--- config.mk ---
export PLATFORM = sky130hd
export DESIGN_NAME = lru_key_value_cache_flat
export DESIGN_NICKNAME = d
export VERILOG_FILES = /design/src/rtl/lkvc_pkg.sv /design/src/rtl/lkvc_if.sv /design/src/rtl/lkvc_store.sv /design/src/rtl/lru_key_value_cache.sv /design/src/flat_wrapper.sv
export SDC_FILE = /design/constraint.sdc
export NUM_CORES = 1
export LEC_CHECK = 0
export ABC_AREA = 1
export BUFFER_PORTS_ARGS = -buffer_cell sky130_fd_sc_hd__buf_2
export CAP_MARGIN = 20
export CORE_AREA = 2 2 297 299
export DETAILED_ROUTE_END_ITERATION = 8
export DIE_AREA = 0 0 299 301
export PLACE_DENSITY = 0.76
export SYNTH_ARGS = -nofsm -noshare
export SYNTH_HDL_FRONTEND = slang
export SYNTH_SLANG_ARGS = --single-unit
--- constraint.sdc ---
create_clock -name clk_i -period 8.2 [get_ports clk_i]
set_input_delay 0.41 -clock clk_i [delete_from_list [all_inputs] [get_ports clk_i]]
set_output_delay 0.41 -clock clk_i [all_outputs]
set_load 0.01 [all_outputs]
--- src/rtl/lkvc_pkg.sv ---
package lkvc_pkg;

  localparam int unsigned KEY_W  = 32;
  localparam int unsigned DATA_W = 32;
  localparam int unsigned CAP_W  = 5;

  localparam logic [CAP_W-1:0]  CAP_RESET  = 5'd16;
  localparam logic [DATA_W-1:0] MISS_VALUE = 32'hFFFF_FFFF;

  typedef enum logic {
    OP_GET = 1'b0,
    OP_PUT = 1'b1
  } op_e;

  typedef enum logic [3:0] {
    S_IDLE = 4'b0001,
    S_SCAN = 4'b0010,
    S_TAIL = 4'b0100,
    S_UPD  = 4'b1000
  } state_e;

endpackage

--- src/rtl/lkvc_if.sv ---
interface lkvc_req_if;
  import lkvc_pkg::*;

  logic                     valid;
  logic                     ready;
  logic                     operation;
  logic signed [KEY_W-1:0]  lookup_key;
  logic signed [DATA_W-1:0] write_value;

  modport source (output valid, operation, lookup_key, write_value, input ready);
  modport sink   (input valid, operation, lookup_key, write_value, output ready);
endinterface

interface lkvc_rsp_if;
  import lkvc_pkg::*;

  logic                     valid;
  logic                     ready;
  logic                     found;
  logic signed [DATA_W-1:0] read_value;

  modport source (output valid, found, read_value, input ready);
  modport sink   (input valid, found, read_value, output ready);
endinterface

--- src/rtl/lkvc_store.sv ---
// Key/value memory: one write port, one read port, registered read data.
module lkvc_store #(
  parameter int unsigned DEPTH = 16,
  parameter int unsigned IW    = 4
) (
  input  logic                         clk_i,
  input  logic                         we_i,
  input  logic [IW-1:0]                waddr_i,
  input  logic [lkvc_pkg::KEY_W-1:0]   wkey_i,
  input  logic [lkvc_pkg::DATA_W-1:0]  wdata_i,
  input  logic [IW-1:0]                raddr_i,
  output logic [lkvc_pkg::KEY_W-1:0]   rkey_o,
  output logic [lkvc_pkg::DATA_W-1:0]  rdata_o
);
  import lkvc_pkg::*;

  logic [KEY_W-1:0]  key_mem  [DEPTH];
  logic [DATA_W-1:0] data_mem [DEPTH];

  always_ff @(posedge clk_i) begin
    if (we_i) begin
      key_mem[waddr_i]  <= wkey_i;
      data_mem[waddr_i] <= wdata_i;
    end
  end

  always_ff @(posedge clk_i) begin
    rkey_o  <= key_mem[raddr_i];
    rdata_o <= data_mem[raddr_i];
  end

endmodule

--- src/rtl/lru_key_value_cache.sv ---
// Fully associative key/value cache with least-recently-used replacement.
//
// req (sink): one transfer carries operation (get/put), lookup_key and
//   write_value. A get returns one transfer on rsp; a put returns nothing.
// rsp (source): found and read_value; read_value is all ones on a miss.
// cfg_we_i/cfg_wdata_i: writes the capacity (0 acts as 1, above DEPTH acts
//   as DEPTH) and empties the cache. Write only while the block is idle.
//
// Each item walks the key memory one entry per cycle through a single
// comparator (registered read), then the update state writes key/data for
// a put and re-ranks all ages in parallel for a put or a get hit. req.ready
// is high only while idle, so no new item is taken until the current one is
// done; the scan over the one memory read port sets how long that takes. A
// get result is loaded into the output register in the update state.
// The result sits in an output register; if rsp stalls, the block still
// takes the next request and finishes it, holding only in the update cycle
// of a later get until the earlier result has been transferred.
// Reset empties the cache and sets the capacity to 16; memory contents are
// not cleared, valid bits guard every read.
module lru_key_value_cache #(
  parameter int unsigned DEPTH = 16
) (
  input  logic                         clk_i,
  input  logic                         rst_ni,
  lkvc_req_if.sink                     req,
  lkvc_rsp_if.source                   rsp,
  input  logic                         cfg_we_i,
  input  logic [lkvc_pkg::CAP_W-1:0]   cfg_wdata_i
);
  import lkvc_pkg::*;

  localparam int unsigned IW = (DEPTH > 1) ? $clog2(DEPTH) : 1;
  localparam int unsigned AW = IW;
  localparam int unsigned CW = $clog2(DEPTH + 1);

  state_e state_q, state_d;

  // Item being worked on
  logic              op_put_q, op_put_d;
  logic [KEY_W-1:0]  key_q, key_d;
  logic [DATA_W-1:0] val_q, val_d;

  // Scan read/compare pipeline
  logic [IW-1:0]     rd_idx_q, rd_idx_d;
  logic [IW-1:0]     cmp_idx_q;
  logic              cmp_vld_q;
  logic [KEY_W-1:0]  rd_key;
  logic [DATA_W-1:0] rd_data;

  // Scan results
  logic              hit_q, hit_d;
  logic [IW-1:0]     hit_slot_q, hit_slot_d;
  logic [DATA_W-1:0] hit_data_q, hit_data_d;
  logic [AW-1:0]     hit_age_q, hit_age_d;
  logic              free_found_q, free_found_d;
  logic [IW-1:0]     free_slot_q, free_slot_d;
  logic [IW-1:0]     victim_q, victim_d;

  // Entry state
  logic [DEPTH-1:0]  valid_q, valid_d;
  logic [AW-1:0]     age_q [DEPTH];
  logic [AW-1:0]     age_d [DEPTH];
  logic [CW-1:0]     count_q, count_d;
  logic [CAP_W-1:0]  cap_q, cap_d;

  // Output register
  logic              out_vld_q, out_vld_d;
  logic              out_found_q, out_found_d;
  logic [DATA_W-1:0] out_value_q, out_value_d;

  logic              accept;
  logic [CW-1:0]     limit;
  logic              full;
  logic              upd_go;
  logic              do_touch;
  logic              do_fill;
  logic [IW-1:0]     upd_slot;
  logic [CW-1:0]     touch_age;
  logic [CW-1:0]     oldest_age;
  logic              cmp_live;

  assign accept    = req.valid && req.ready;
  assign req.ready = (state_q == S_IDLE);

  assign rsp.valid      = out_vld_q;
  assign rsp.found      = out_found_q;
  assign rsp.read_value = out_value_q;

  // Effective capacity
  always_comb begin
    if (cap_q == '0) begin
      limit = CW'(1);
    end else if (32'(cap_q) > DEPTH) begin
      limit = CW'(DEPTH);
    end else begin
      limit = CW'(cap_q);
    end
  end

  assign full       = (count_q >= limit);
  assign oldest_age = count_q - CW'(1);

  // A get waits in update while an older result is still unread.
  assign upd_go   = op_put_q || !out_vld_q || rsp.ready;
  assign do_touch = (state_q == S_UPD) && upd_go && (op_put_q || hit_q);
  assign do_fill  = do_touch && op_put_q && !hit_q && !full;

  always_comb begin
    if (hit_q) begin
      upd_slot  = hit_slot_q;
      touch_age = CW'(hit_age_q);
    end else if (full) begin
      upd_slot  = victim_q;
      touch_age = oldest_age;
    end else begin
      upd_slot  = free_slot_q;
      touch_age = count_q;
    end
  end

  lkvc_store #(
    .DEPTH (DEPTH),
    .IW    (IW)
  ) u_store (
    .clk_i   (clk_i),
    .we_i    (do_touch && op_put_q),
    .waddr_i (upd_slot),
    .wkey_i  (key_q),
    .wdata_i (val_q),
    .raddr_i (rd_idx_q),
    .rkey_o  (rd_key),
    .rdata_o (rd_data)
  );

  // Sequencer
  always_comb begin
    state_d  = state_q;
    rd_idx_d = rd_idx_q;
    op_put_d = op_put_q;
    key_d    = key_q;
    val_d    = val_q;
    unique case (state_q)
      S_IDLE: begin
        if (req.valid) begin
          op_put_d = (req.operation == OP_PUT);
          key_d    = req.lookup_key;
          val_d    = req.write_value;
          rd_idx_d = '0;
          state_d  = S_SCAN;
        end
      end
      S_SCAN: begin
        rd_idx_d = rd_idx_q + IW'(1);
        if (rd_idx_q == IW'(DEPTH - 1)) begin
          state_d = S_TAIL;
        end
      end
      S_TAIL: begin
        state_d = S_UPD;
      end
      S_UPD: begin
        if (upd_go) begin
          state_d = S_IDLE;
        end
      end
      default: begin
        state_d = S_IDLE;
      end
    endcase
  end

  // Compare stage: one entry per cycle
  assign cmp_live = cmp_vld_q && valid_q[cmp_idx_q];

  always_comb begin
    hit_d        = hit_q;
    hit_slot_d   = hit_slot_q;
    hit_data_d   = hit_data_q;
    hit_age_d    = hit_age_q;
    free_found_d = free_found_q;
    free_slot_d  = free_slot_q;
    victim_d     = victim_q;
    if (accept) begin
      hit_d        = 1'b0;
      free_found_d = 1'b0;
    end else if (cmp_vld_q) begin
      if (cmp_live && (rd_key == key_q) && !hit_q) begin
        hit_d      = 1'b1;
        hit_slot_d = cmp_idx_q;
        hit_data_d = rd_data;
        hit_age_d  = age_q[cmp_idx_q];
      end
      if (!valid_q[cmp_idx_q] && !free_found_q) begin
        free_found_d = 1'b1;
        free_slot_d  = cmp_idx_q;
      end
      if (cmp_live && (CW'(age_q[cmp_idx_q]) == oldest_age)) begin
        victim_d = cmp_idx_q;
      end
    end
  end

  // Update: rank ages, fill slot, apply capacity writes, load result
  always_comb begin
    valid_d = valid_q;
    count_d = count_q;
    cap_d   = cap_q;
    for (int j = 0; j < DEPTH; j++) begin
      age_d[j] = age_q[j];
      if (do_touch) begin
        if (IW'(j) == upd_slot) begin
          age_d[j] = '0;
        end else if (valid_q[j] && (CW'(age_q[j]) < touch_age)) begin
          age_d[j] = age_q[j] + AW'(1);
        end
      end
    end
    if (do_fill) begin
      valid_d[upd_slot] = 1'b1;
      count_d           = count_q + CW'(1);
    end
    if (cfg_we_i) begin
      cap_d   = cfg_wdata_i;
      valid_d = '0;
      count_d = '0;
    end
  end

  always_comb begin
    out_vld_d   = out_vld_q && !rsp.ready;
    out_found_d = out_found_q;
    out_value_d = out_value_q;
    if ((state_q == S_UPD) && !op_put_q && upd_go) begin
      out_vld_d   = 1'b1;
      out_found_d = hit_q;
      out_value_d = hit_q ? hit_data_q : MISS_VALUE;
    end
  end

  // Control registers
  always_ff @(posedge clk_i or negedge rst_ni) begin
    if (!rst_ni) begin
      state_q      <= S_IDLE;
      cmp_vld_q    <= 1'b0;
      hit_q        <= 1'b0;
      free_found_q <= 1'b0;
      valid_q      <= '0;
      count_q      <= '0;
      cap_q        <= CAP_RESET;
      out_vld_q    <= 1'b0;
    end else begin
      state_q      <= state_d;
      cmp_vld_q    <= (state_q == S_SCAN);
      hit_q        <= hit_d;
      free_found_q <= free_found_d;
      valid_q      <= valid_d;
      count_q      <= count_d;
      cap_q        <= cap_d;
      out_vld_q    <= out_vld_d;
    end
  end

  // Payload registers
  always_ff @(posedge clk_i) begin
    rd_idx_q    <= rd_idx_d;
    cmp_idx_q   <= rd_idx_q;
    op_put_q    <= op_put_d;
    key_q       <= key_d;
    val_q       <= val_d;
    hit_slot_q  <= hit_slot_d;
    hit_data_q  <= hit_data_d;
    hit_age_q   <= hit_age_d;
    free_slot_q <= free_slot_d;
    victim_q    <= victim_d;
    out_found_q <= out_found_d;
    out_value_q <= out_value_d;
    for (int j = 0; j < DEPTH; j++) begin
      age_q[j] <= age_d[j];
    end
  end

  // Checks
  a_count_matches_valid: assert property (@(posedge clk_i) disable iff (!rst_ni)
    $countones(valid_q) == 32'(count_q))
    else $error("entry count out of step with valid bits");

  a_count_within_limit: assert property (@(posedge clk_i) disable iff (!rst_ni)
    count_q <= limit)
    else $error("entry count above capacity");

  a_cfg_clears: assert property (@(posedge clk_i) disable iff (!rst_ni)
    cfg_we_i |=> (count_q == '0) && (valid_q == '0))
    else $error("capacity write did not empty the cache");

  a_accept_starts_scan: assert property (@(posedge clk_i) disable iff (!rst_ni)
    accept |=> (state_q == S_SCAN) && !hit_q)
    else $error("accepted request did not start a scan");

endmodule

--- src/flat_wrapper.sv ---
// flat-port wrapper written by rule: the top's interface ports become plain ports
module lru_key_value_cache_flat import lkvc_pkg::*;
#(
  parameter int unsigned DEPTH = 16
)
  (clk_i, rst_ni, cfg_we_i, cfg_wdata_i, req_valid, req_operation, req_lookup_key, req_write_value, req_ready, rsp_valid, rsp_found, rsp_read_value, rsp_ready);
  lkvc_req_if req_i ();
  lkvc_rsp_if rsp_i ();
  input  logic clk_i;
  input  logic rst_ni;
  input  logic cfg_we_i;
  input  logic [lkvc_pkg::CAP_W-1:0] cfg_wdata_i;
  input wire logic [$bits(req_i.valid)-1:0] req_valid;
  input wire logic [$bits(req_i.operation)-1:0] req_operation;
  input wire logic [$bits(req_i.lookup_key)-1:0] req_lookup_key;
  input wire logic [$bits(req_i.write_value)-1:0] req_write_value;
  output wire logic [$bits(req_i.ready)-1:0] req_ready;
  output wire logic [$bits(rsp_i.valid)-1:0] rsp_valid;
  output wire logic [$bits(rsp_i.found)-1:0] rsp_found;
  output wire logic [$bits(rsp_i.read_value)-1:0] rsp_read_value;
  input wire logic [$bits(rsp_i.ready)-1:0] rsp_ready;
  assign req_i.valid = req_valid;
  assign req_i.operation = req_operation;
  assign req_i.lookup_key = req_lookup_key;
  assign req_i.write_value = req_write_value;
  assign req_ready = req_i.ready;
  assign rsp_valid = rsp_i.valid;
  assign rsp_found = rsp_i.found;
  assign rsp_read_value = rsp_i.read_value;
  assign rsp_i.ready = rsp_ready;
  lru_key_value_cache #(.DEPTH(DEPTH)) u_core (.clk_i(clk_i), .rst_ni(rst_ni), .req(req_i), .rsp(rsp_i), .cfg_we_i(cfg_we_i), .cfg_wdata_i(cfg_wdata_i));
endmodule
# Word level (Yosys, flattened, before mapping)
# Memories as Yosys holds them, arrays and structs flattened. A register that Yosys moved wholly into a read port is not among the register bits.
# Index checks and enable logic that the tools add are counted.
# Widths: inputs -> output; s select.
[totals]
reg_bits = 188
mem_bits_rw = 1088
inputBits = 75
word_cells = 223
memories = 3
[memory_table]
columns = ["memory", "words", "width", "rd", "rd_clocked_by_memory_dff", "wr", "line_no", "rtl"]
rows = [
  ["u_core.u_store.data_mem", 16, 32, 1, 1, 1, "lkvc_store.sv:18", "logic [DATA_W-1:0] data_mem [DEPTH];"],
  ["u_core.u_store.key_mem", 16, 32, 1, 1, 1, "lkvc_store.sv:17", "logic [KEY_W-1:0] key_mem [DEPTH];"],
  ["u_core.age_q", 16, 4, 17, 1, 16, "lru_key_value_cache.sv:61", "logic [AW-1:0] age_q [DEPTH];"],
]
[op_classes]
n_addsub = 19
n_lt_le_gt_ge = 21
n_eq_ne = 25
mux = 77
bitwise = 2
n_reduce_logical = 56
[ops]
columns = ["operator", "count"]
rows = [
  ["$mux 4", 54],
  ["$lt 4x5->1", 16],
  ["$add 4x1->4 const B", 17],
  ["$eq 32x32->1", 1],
  ["$eq 4x4->1 const A", 8],
  ["$mux 16", 2],
  ["$logic_and 1x1->1", 31],
  ["$mux 5", 6],
  ["$eq 3x4->1 const A", 4],
  ["$or 16x16->16", 1],
  ["$pmux 4 s4", 1],
  ["$reduce_and 3->1", 4],
  ["$mux 1", 11],
  ["$lt 4x5->1 const B", 2],
  ["$reduce_bool 2->1", 5],
  ["$eq 2x4->1 const A", 2],
  ["$eq 4x4->1 const B", 2],
  ["$pmux 4 s2", 1],
  ["$reduce_and 2->1", 4],
  ["$logic_not 1->1", 7],
  ["$add 5x1->5 const B", 1],
  ["$eq 4x5->1", 1],
  ["$ge 5x5->1", 1],
  ["$gt 5x5->1 const B", 1],
  ["other kinds (14)", 17],
]

# Longest topological paths before layout
[logic_depth]
word_depth = 13
depth_mapped = 22
ltp_nobuf = 21

# Cells and area by module
# From an unflattened synthesis, not the netlist that was laid out.
[hier_totals]
hier_cells = 5432
area_unflattened_um2 = 57676.6
[modules_own_cells]
columns = ["mod", "instances", "cells_per_inst", "area_per_inst_um2"]
rows = [
  ["lkvc_store", 1, 4218, 45214.6],
  ["lru_key_value_cache", 1, 1214, 12462.0],
]

# Least setup slack after synthesis
# Ideal clock, no wire load.
[synth_path]
path_type = "register to register"
start = "register u_core.state_q[2]"
end = "register u_core.hit_age_q[0] (read register of u_core.age_q), enable pin"
setup_ns = 0.537
arrival_ns = 5.743
path_slack_ns = 1.919
stages_incl_launch_ff = 9
path_buffers = 0
synth_period_minus_slack_ns = 6.281
path_cell_list = "dfrtp_1 -> nor2_1 -> inv_1 -> nor3_1 -> inv_1 -> nor2_1 -> nor4_1 -> nand4_1 -> nor4_1"
[synth_via]
elab_chain_cells = 4
[synth_rtl]
columns = ["element", "line_no", "rtl"]
rows = [
  ["from (decl)", "lru_key_value_cache.sv:36", "state_e state_q, state_d;"],
  ["from (signal assigned)", "lru_key_value_cache.sv:252", "state_q <= state_d;"],
  ["$eq 4x1->1", "lru_key_value_cache.sv:83", "assign req.ready = (state_q == S_IDLE);"],
  ["via req_ready", "flat_wrapper.sv:17", "output wire logic [$bits(req_i.ready)-1:0] req_ready;"],
  ["$logic_and 1x1->1", "lru_key_value_cache.sv:82", "assign accept = req.valid && req.ready;"],
  ["via u_core.accept", "lru_key_value_cache.sv:71", "logic accept;"],
  ["$not 1->1 (no source line)", "-", ""],
  ["$reduce_and 3->1 (no source line)", "-", ""],
  ["to (decl)", "lru_key_value_cache.sv:54", "logic [AW-1:0] hit_age_q, hit_age_d;"],
]
# The timed path passes the listed nets, and every way through them passes these cells.
# A chain may end at the register's enable or synchronous reset.

# Worst setup path in the final report
[layout_path]
start = "register u_core.cap_q[1]"
end = "memory u_core.u_store.key_mem[11][22], enable pin"
[layout_via]
elab_chain_cells = 6
elab_cells_between_ends = 7
cone_classes = "order compare: 2; mux: 4; reduce/logical: 1"
[layout_rtl]
columns = ["element", "line_no", "rtl"]
rows = [
  ["from (decl)", "lru_key_value_cache.sv:64", "logic [CAP_W-1:0] cap_q, cap_d;"],
  ["from (signal assigned)", "lru_key_value_cache.sv:258", "cap_q <= cap_d;"],
  ["$gt 5x5->1", "lru_key_value_cache.sv:93", "end else if (32'(cap_q) > DEPTH) begin"],
  ["$mux 5", "lru_key_value_cache.sv:93", ""],
  ["$mux 5 *", "lru_key_value_cache.sv:91", "if (cap_q == '0) begin"],
  ["$ge 5x5->1 *", "lru_key_value_cache.sv:100", "assign full = (count_q >= limit);"],
  ["$mux 4 *", "lru_key_value_cache.sv:112", "end else if (full) begin"],
  ["$mux 4 *", "lru_key_value_cache.sv:109", "if (hit_q) begin"],
  ["to (decl)", "lkvc_store.sv:17", ""],
]
# Mark *: on every way between the ends. The rest lies on a longest branch, timed or not.

==> qor.yml <==
floorplan:
  chipWidth_um: 299
  die-area_mm2: 0.0900
  start_util: 0.617
  die_y_um: 301
  ios: 110
  core_mm2: 0.0865
  num_rows: 108
synthesis:
  synthSimpleGateAreaFrac: 0.102
  yosysWarnings: 0
  synth-seq-area-share: 0.738
  synth_top_family_by_area: "simple AND/OR/NAND/NOR gates"
  synth_top_area_share: 0.696
  synthAdderAreaFrac: 0.0131
  synthMuxAreaShare: 0.0197
  synth_compound_area_frac: 0.0876
  synth-edff-count: 1238
  syn_nets: 4112
  ys_async_sr_fraction: 0.0254
  ys.flop_type: "edfxtp_1"
  synth.distinct_cells: 49
  synth.largest_area_cell: "edfxtp_1"
  synth_area_per_cell_um2: 13.4
  yosys.area_share.xor_xnor: 0.00787
  ys_ff_latch: 1340
  synthesis.area_mm2: 0.0534
  syn_inst: 3981
  synth.area.top_cells: "edfxtp_1, nor2_1, o21ai_0"
worst_setup_path:
  crit_end: "u_core.u_store.key_mem[11][22]"
  crit_top_cell: "nand2_1"
  timing.rr.end: "u_core.u_store.key_mem[11][22]"
  rrSetupSlack_ns: 3.80
  reg2reg_depth: 16
  crit_slowest_cell: "buf_4"
  crit_required_ns: 8.55
  setup.worst_path.end_class: "register"
  cp_slowest_stage_delay_ns: 0.78
  cp-startpoint: "u_core.cap_q[1]"
  path_cells: "nor2_1, nand3_1, a21oi_1, ha_1, inv_1, nand2_1, nand2_2, nand3_4, nand2_1, o211ai_1, o21ai_2, nand2_1, nor2_2, inv_2, nor2_4, buf_4"
  r2r_start: "u_core.cap_q[1]"
  crit_arrival_ns: 4.74
  crit_path_max_fanout: 44
  crit_type: "register to register"
  start_kind: "register"
final_layout:
  layout_common_cells: "edfxtp_1, nor2_1, nand2_1, o21ai_0, inv_1"
  final_cell_area_mm2: 0.0600
  multi_input_area_mm2: 0.0124
  final_common_cell: "edfxtp_1"
  syn_to_final_growth_pct: 12.4
  finalNonFillerCells: 5389
  utilization: 0.694
  num-nets-final: 4260
  diodes: 0
  drive_above_1_share: 0.110
  fillCellCount: 5677
  seqCellArea_mm2: 0.0394
clocking:
  worst_skew_pair.late_latency_ns: 0.73
  numCtsBuffers: 133
  cts_max_level: 4
  postCtsSetupBuffers: 0
  cts_buffer_depth: 3
  clk_pin_slew_ns: 0.06
  ctsResizeCount: 0
  cts_tree: "yes"
  cts_sinks: 1340
  cts_root_buf: "clkbuf_16"
hold_path:
  hold_class: "input port to register"
place:
  portBuffers: 109
  placed_cell_area_mm2: 0.0551
  dp_cells: 5075
  dp_hpwl_um: 67400
  gp_congestion: 0.865
sta:
  slew_headroom: 0.119
  tns_ns: 0
  hold_viol_final: 0
  clock_skew_ns: 0.0277
  finalSetupViolCount: 0
  max_freq_ghz: 0.227
  post-route-min-period_ns: 4.40
  rsz0062_at_grt: "false"
  maxSlewViolCount: 0
  whs_ns: 0.0720
  finalCritPeriodShare: 0.536
  worstMarginPinSlew_ns: 1.32
drt:
  wl_per_cell_um: 23.2
  drc: 0
  detail_route.first_pass.iterations: 6
  ant_nets: 0
  vias: 33300
  viasPerCell: 6.17
  finalWirelength_um: 125000
  first_iter_violations: 4296
power:
  leakage_nw: 20.6
  peakVddDrop_v: 0.000397
  power.density_mw_per_mm2: 307
grt:
  grt_max_degree: 254
  grt.overflow.total: 0
  grt_pass1_vias: 32200
  grt_pass1_wl_um: 190000
  grt_antenna_before_repair: 0
  grt_use_total: 0.278
status:
  status: "completed"
run:
  maxCapViolations: 0
-- how the worst min path moves through the flow --
stage / to / start / cells past startpoint
floorplan: u_core.cap_q[0] / rst_ni / 0
global placement: u_core.hit_data_q[14] / u_core.u_store.rdata_o[14] / 0
detailed placement: u_core.hit_data_q[21] / u_core.u_store.rdata_o[21] / 0
CTS: u_core.state_q[0] / req_valid / 4
global route: u_core.state_q[0] / req_valid / 4
finish: u_core.state_q[0] / req_valid / 4
-- cell type report --
type                       count  share of cell area
sequential                  1340               0.656
inverter                     213              0.0135
clock inverter                45             0.00657
multi-input combinational   2204               0.207
tap                         1155              0.0241
timing repair buffer         237              0.0299
clock buffer                 195              0.0628
-- per-stage QoR --
| stage | total power, mW | setup slack [ns] |
|---|---|---|
| 2_1_floorplan | 11.3 | 1.92 |
| 3_3_place_gp | 12.5 | 3.87 |
| 3_5_place_dp | 12.6 | 3.86 |
| 4_1_cts | 18.4 | 3.82 |
| 5_1_grt | 19.1 | 3.49 |
| 6_report | 18.4 | 3.80 |
-- flip-flops by register name (all words and copies together) (netlist names), 32 cells and up --
signal,flops
u_core.u_store.rkey_o,32
u_core.val_q,32
u_core.age_q,64
u_core.key_q,32
u_core.u_store.key_mem,512
u_core.u_store.data_mem,512
u_core.u_store.rdata_o,32
u_core.hit_data_q,32
u_core.rsp.read_value,32
-- Yosys cell counts (2+ instances only) --
| library cell | n |
|---|---|
| buf_2 | 45 |
| inv_1 | 201 |
| buf_4 | 2 |
| a21oi_2 | 7 |
| nor3_1 | 6 |
| clkbuf_1 | 159 |
| o21ai_0 | 309 |
| nand2_2 | 10 |
| nand4_1 | 11 |
| xor2_1 | 28 |
| o211ai_1 | 48 |
| o32ai_1 | 155 |
| mux2i_1 | 105 |
| o22ai_1 | 3 |
| or2_2 | 47 |
| o21ai_2 | 4 |
| nand3b_1 | 9 |
| dfstp_2 | 2 |
| inv_2 | 10 |
| o21a_1 | 8 |
| dfrtp_1 | 32 |
| nor2_1 | 677 |
| a21oi_1 | 50 |
| clkinv_1 | 2 |
| nand2_1 | 336 |
| xnor2_1 | 20 |
| edfxtp_1 | 1238 |
| nand3_1 | 174 |
| o211ai_2 | 2 |
| nor2_4 | 4 |
| dfxtp_1 | 68 |
| nor4_1 | 5 |
| o21ai_1 | 5 |
| nor2_2 | 9 |
| ha_1 | 56 |
| buf_1 | 16 |
| o221ai_1 | 103 |
| nand2_4 | 4 |
-- logic make-up after synthesis --
logic type | count (synthesis)
compound gates | 697
xor+xnor | 48
fa+ha+maj | 56
buf+inv | 437
flops | 1340
mux | 105
simple gates | 1298
-- metal layers --
layer  routed length [um]  vias up  GRT usage
li1                     -    14900          -
met1                49200    16500      0.375
met2                61600     1664      0.459
met3                10500      256     0.0481
met4                 3860        0      0.102
met5                    0        -          0
-- worst max-delay path, delay by kind of cell, from the launching register on --
family	cells	cell delay [ns]
and+or+nand+nor	9	2.00
buffers and inverters	3	0.94
DFF	1	0.39
AOI/OAI and AO/OA	3	0.36
adders and majority gates	1	0.24
-- where the power goes --
part           switching, mW  leakage, nW  total (mW)  internal, mW
clock                   2.43         2.03        5.83          3.40
combinational           2.82         6.54        4.07          1.25
sequential             0.426         12.1        8.51          8.08
total                   5.67         20.6        18.4          12.7
-- timing repair --
action                     4_1_cts  5_1_grt
hold buffers                    72        0
setup endpoints to repair        0        0
hold endpoints to repair       103        0
Power figures use the tool's default switching activity.
